`src/hdl/pptw_pkg.sv`:
```
package pptw_pkg;

  localparam int ANGLE_BITS     = 16;
  localparam int TRIG_FRAC_BITS = 16;

  localparam int RANGE_BITS   = 16;
  localparam int BEARING_BITS = 16;
  localparam int POSE_BITS    = 24;
  localparam int HEAD_BITS    = 16;
  localparam int WORLD_BITS   = 25;
  localparam int CFG_IDX_BITS = 2;

  localparam int S_TDATA_BITS = 32;
  localparam int M_TDATA_BITS = 56;

  localparam int QBITS      = ANGLE_BITS - 2;
  localparam int PBITS      = QBITS + 1;
  localparam int FRAC_Q     = 30;
  localparam int XBITS      = 31;
  localparam int X2BITS     = 32;
  localparam int NBITS      = 32;
  localparam int RECIP_BITS = 30;
  localparam int QUOT_BITS  = 30;
  localparam int DIV_BITS   = 8;
  localparam int SUM_BITS   = 33;
  localparam int TRIG_BITS  = TRIG_FRAC_BITS + 2;
  localparam int NUM_TERMS  = 7;

  localparam int LANE_STAGES  = 4 + 3 * NUM_TERMS + 3;
  localparam int PLACE_STAGES = 2;
  localparam int NUM_STAGES   = 2 + LANE_STAGES + PLACE_STAGES;

  localparam logic [PBITS-1:0] QSIZE       = PBITS'(1) << QBITS;
  localparam logic [XBITS-1:0] HALF_PI_Q30 = 31'd1686629713;

  // taylor divisors (2k)(2k+1) and floor(2^32 / divisor)
  localparam logic [DIV_BITS-1:0] TERM_DIV [NUM_TERMS] = '{
    8'd6, 8'd20, 8'd42, 8'd72, 8'd110, 8'd156, 8'd210
  };
  localparam logic [RECIP_BITS-1:0] TERM_RECIP [NUM_TERMS] = '{
    30'(64'd4294967296 / 64'd6),
    30'(64'd4294967296 / 64'd20),
    30'(64'd4294967296 / 64'd42),
    30'(64'd4294967296 / 64'd72),
    30'(64'd4294967296 / 64'd110),
    30'(64'd4294967296 / 64'd156),
    30'(64'd4294967296 / 64'd210)
  };

  typedef enum logic [CFG_IDX_BITS-1:0] {
    CFG_POSE_X       = 2'd0,
    CFG_POSE_Y       = 2'd1,
    CFG_POSE_HEADING = 2'd2
  } cfg_reg_e;

  typedef logic signed [TRIG_BITS-1:0] trig_t;

  function automatic logic [ANGLE_BITS-1:0] scale_angle(input logic [HEAD_BITS-1:0] theta);
    logic [ANGLE_BITS+HEAD_BITS-1:0] w;
    w = {theta, {ANGLE_BITS{1'b0}}};
    return w[ANGLE_BITS+HEAD_BITS-1:HEAD_BITS];
  endfunction

endpackage

```
`src/hdl/pptw_place.sv`:
```
module pptw_place (
  input  logic                                        clk_i,
  input  logic [pptw_pkg::PLACE_STAGES-1:0]           en_i,
  input  logic signed [pptw_pkg::POSE_BITS-1:0]       pose_i,
  input  logic [pptw_pkg::RANGE_BITS-1:0]             range_i,
  input  pptw_pkg::trig_t                             trig_i,
  output logic signed [pptw_pkg::WORLD_BITS-1:0]      world_o
);

  localparam int TFB = pptw_pkg::TRIG_FRAC_BITS;
  localparam int TB  = pptw_pkg::TRIG_BITS;
  localparam int RGB = pptw_pkg::RANGE_BITS;
  localparam int PSB = pptw_pkg::POSE_BITS;
  localparam int WB  = pptw_pkg::WORLD_BITS;
  localparam int PW  = RGB + 1 + TB;
  localparam int VW  = PSB + TFB + 2;

  logic signed [PW-1:0] range_s;
  logic signed [PW-1:0] trig_s;
  logic signed [PW-1:0] prod_q;
  logic signed [VW-1:0] acc;
  logic signed [WB-1:0] world_q;

  always_comb begin
    range_s = $signed({{(PW-RGB){1'b0}}, range_i});
    trig_s  = $signed({{(PW-TB){trig_i[TB-1]}}, trig_i});
    acc     = $signed({{2{pose_i[PSB-1]}}, pose_i, {TFB{1'b0}}})
            + $signed({{(VW-PW){prod_q[PW-1]}}, prod_q})
            + $signed(VW'(1) << (TFB - 1));
  end

  always_ff @(posedge clk_i) begin
    if (en_i[0]) begin
      prod_q <= range_s * trig_s;
    end
    if (en_i[1]) begin
      world_q <= acc[TFB +: WB];
    end
  end

  assign world_o = world_q;

endmodule

```
`config.mk`:
```
export PLATFORM = sky130hd
export DESIGN_NAME = pptw_place
export DESIGN_NICKNAME = d
export VERILOG_FILES = /design/src/hdl/pptw_pkg.sv /design/src/hdl/pptw_place.sv
export SDC_FILE = /design/constraint.sdc
export NUM_CORES = 1
export LEC_CHECK = 0
export ABC_AREA = 1
export BUFFER_PORTS_ARGS = -buffer_cell sky130_fd_sc_hd__buf_2
export CORE_UTILIZATION = 29
export CTS_CLUSTER_DIAMETER = 50
export DETAILED_ROUTE_END_ITERATION = 16
export GPL_TIMING_DRIVEN = 0
export SYNTH_ARGS = -nofsm -noshare
export SYNTH_HDL_FRONTEND = slang
export SYNTH_SLANG_ARGS = --single-unit
```
`constraint.sdc`:
```
create_clock -name clk_i -period 7.6 [get_ports clk_i]
set_input_delay 2.28 -clock clk_i [delete_from_list [all_inputs] [get_ports clk_i]]
set_output_delay 2.28 -clock clk_i [all_outputs]
set_load 0.01 [all_outputs]
```
[Yosys cells after proc, flatten, opt, wreduce, memory -nomap -nowiden]
Index checks and enable logic that the tools add are counted.
Storage, ports and cells
  bits in registers: 60
  bits in latches: 0
  RAM bits: 0
  memory bits (read-only): 0
  bits of input ports: 61
  output and inout port bits: 25
  logic and storage cells: 5
  memories kept: 0
Cells by class
  $add $sub $neg: 2
  $mul: 1
  divide/modulo/power cells: 0
  $lt $le $gt $ge: 0
  equality and inequality tests: 0
  shift-type cells: 0
  multiplexer cells: 0
  bitwise logic cells: 0
  reduce and logical (&&, ||, !) cells: 0
Operators with widths (number)
  40-bit by 35-bit adder with 41-bit output: 1
  41-bit by 17-bit adder with 41-bit output, second input constant: 1
  17-bit by 18-bit multiplier with 35-bit output: 1

[Longest topological paths before layout]
  depth in word-level cells: 2
  gate-level depth with buffers: 27
  gate-level depth less buffers: 25

[Worst setup path after synthesis]
Ideal clock, no wire load.
  path type: input-to-reg
  from: input trig_i[17]
  to: register prod_q[32], data pin
  library setup time: 0.252 ns
  data arrival time: 7.476 ns
  required time: 7.348 ns
  slack: -0.129 ns
  stages: 22
  path buffers: 2
  cell sequence: clkbuf_1 clkbuf_1 nand2_1 fa_1 fa_1 inv_1 fa_1 inv_1 fa_1 inv_1 fa_1 inv_1 fa_1 inv_1 ha_1 a21oi_1 o21a_1 nand2_1 a21oi_1 nand2_1 nand2_1 nand2_1
Between the ends
  longest elaborated chain between the ends: 1
Ends and longest elaborated chain
  start, declared: RTL line pptw_place.sv:6  | input pptw_pkg::trig_t trig_i,
  17-bit by 18-bit multiplier with 35-bit output: RTL line pptw_place.sv:34  | prod_q <= range_s * trig_s;
  end signal, assigned: RTL line pptw_place.sv:34
  end, declared: RTL line pptw_place.sv:20  | logic signed [PW-1:0] prod_q;
Every way passes these cells.
A chain may end at the register's enable or synchronous reset.

[Worst setup path after layout]
  from: input trig_i[17]
  to: register prod_q[30], data pin
Same word-level chain as after synthesis.

==> summary.txt <==
status -> finished, final reports clean
Final WS setup -> 0.1889 ns
final clock skew -> 0.008018 ns
slowest CP cell -> fa_2
Max Fanout on Critical Path -> 10
post-DP HPWL -> 35.12 mm
Ys Warns -> 0
Place WS -> -1.089 ns
Fill cells -> 5469
die height -> 229.1 µm
Pre-antenna DRT Iters -> 5
DR iter-0 viols -> 787
CTS root buffer -> clkbuf_16
cell row count -> 82
Worst Path Required -> 7.64 ns
CTS tree -> built
IO Count -> 86
max-cap violations -> 0
gr usage total -> 15.75%
Setup Crit Path Kind -> input pin to flop
drt drc -> 0
GR Util met2 -> 28.54%
DR WL/cell -> 14.39 µm
post-layout util -> 32.91%
sequential share of the synthesized area -> 9.035%
Port Buffers -> 53
routing usage on met3 -> 1.008%
H-tree Lvls -> 2
die area -> 0.05249 mm²
Setup violations, final -> 0
Syn Nets -> 2477
top_reg_cell synth -> edfxtp_1
ANT nets after route -> 0
layout cells sized above 1 -> 9.437%
M1 GR Usage -> 19.77%
Hold Slack -> 0.7849 ns
worst-margin pin slew -> 0.5988 ns
P&R area growth vs syn -> 11.07%
synthesized area per cell -> 7.430 µm²
Slew HR -> 60.08%
CTS max path bufs -> 2
fin crit period -> 7.411 ns
Crit. End Element -> flop
max-slew violation count -> 0
Placer Congestion -> 0.9082
Period Utilization, post-route -> 97.51%
Cell Chain, Critical Path -> clkbuf_2, clkbuf_8, nand2_1, fa_2, fa_2, buf_4, fa_1, fa_1, fa_1, fa_1, inv_1, ha_1, nand2_2, nor2_2, nand2_1, nor4_2, nand2_1, nand3_1, nand2_1
Via density -> 4.462
Total Wirelength -> 39.55 mm
Core ar. -> 0.05048 mm²
Post-Place Cells -> 2738
routed vias -> 12270
Startpoint Class -> input pin
Hold Crit Class -> flop to flop
number of distinct library cells after synthesis -> 31
CP arrival -> 7.45 ns
worst skew pair latency -> 0.29 ns
Async SR Flop Fraction -> 0%
grt ovf -> 0
synthesized instance count -> 2013
gr busiest metal -> met2
synthesized flop and latch total -> 45
layout net count -> 2541
die width -> 229.1 µm
first-pass GRT wire length -> 65.68 mm
antenna violations before repair -> 0
clock slew at reported path FFs -> 0.06 ns
initial core utilization -> 29.63%
WP buf/inv -> 4
commonest non-fill, non-tap cell in the layout -> inv_1
most frequent cells in the layout -> 616 x inv_1, 602 x nand2_1, 285 x fa_1
Slowest Stage Delay on Critical Path -> 0.68 ns
fmax -> 0.1349 GHz
diodes inserted -> 0
cell area after synthesis -> 0.01496 mm²
hold_buf cts -> 0
vias in the first global route -> 13070
EDFF count, synth -> 45
TritonCTS buffer count -> 5
Final Hold Violating Endpoints -> 0
Post-Layout Cell Count -> 2749
clock sinks -> 45
Top Family by Delay on Critical Path -> adder cells
pin count of the biggest net entering global routing -> 26
-- worst paths after layout --
path	from	end	slack, ns	cells after the start
worst min register to register	prod_q[20]$_DFFE_PP_	world_o[4]$_DFFE_PP_	0.78	2
worst max register to register	prod_q[34]$_DFFE_PP_	world_o[24]$_DFFE_PP_	5.44	8
worst max-delay path	trig_i[17]	prod_q[30]$_DFFE_PP_	0.19	19
worst min-delay path	prod_q[20]$_DFFE_PP_	world_o[4]$_DFFE_PP_	0.78	2
-- registers in the layout, summed over array words and instances (netlist names) --
signal / cells
world_o: 25
prod_q: 20
-- cell type report --
type                            count  area, µm²  area share [%]
Inverter                          620       2330           14.02
Multi-Input combinational cell   1282      11190           67.35
Clock buffer                        5      125.1          0.7532
Timing Repair Buffer               58      302.8           1.823
Buffer                             65      457.9           2.757
Tap cell                          672      840.8           5.061
Clock inverter                      2      16.27         0.09791
Sequential cell                    45       1351           8.134
-- per-stage QoR --
| stage | cell area [µm²] | TNS, ns |
|---|---|---|
| floorplan | 14960 | 0 |
| global placement | 16070 | -15.24 |
| detailed placement | 16070 | -15.76 |
| CTS | 16390 | 0 |
| global route | 16610 | -0.006381 |
| finish | 16610 | 0 |
-- cell usage after synthesis, types with 4 or more instances --
cell | n | area [µm²]
inv_1 | 620 | 2327
nand2_1 | 608 | 2282
fa_1 | 292 | 5846
ha_1 | 111 | 1389
clkbuf_1 | 64 | 240.2
nor2_1 | 57 | 214.0
a21oi_1 | 54 | 270.3
nand3_1 | 54 | 270.3
edfxtp_1 | 45 | 1351
nand4_1 | 17 | 106.4
xor2_1 | 16 | 140.1
o21ai_0 | 15 | 75.07
nor2_2 | 9 | 56.30
o21bai_1 | 7 | 52.55
nand2_2 | 6 | 37.54
xnor2_1 | 5 | 43.79
nor3_1 | 4 | 20.02
o21ai_1 | 4 | 20.02
-- worst register-to-register path, cell delays in order, from the launching register on --
cell	delay, ns
edfxtp_1	0.50
ha_1	0.43
nand2_1	0.11
nor2_1	0.25
nand2_1	0.15
nor4_1	0.19
nand2_1	0.12
nand3_1	0.11
nand2_1	0.05
-- metal layers --
layer	wire, µm	vias to the layer above	part of all wire (%)
met5	0	-	0
met2	19620	347	50
met1	16530	5989	42
met3	2027	72	5.1
li1	-	5857	-
met4	1367	0	3.5
-- cell families (layout without fill, tap and decap cells) --
logic type      Yosys count  count (layout)  share of synthesized area, %
simple gates            771             771                         20.96
buf+inv                 686             750                         17.22
fa+ha+maj               403             403                         48.37
compound gates           87              87                         3.196
flops                    45              45                         9.035
xor+xnor                 21              21                         1.230
-- timing repair --
item,CTS,global route
pin swaps,3,3
gates resized for setup,86,104
endpoints found under the setup margin,20,19
buffers inserted,0,5
Power is left out: the tool's default activity adds up to more than one toggle a clock period on the data nets, which glitch-free logic cannot reach.
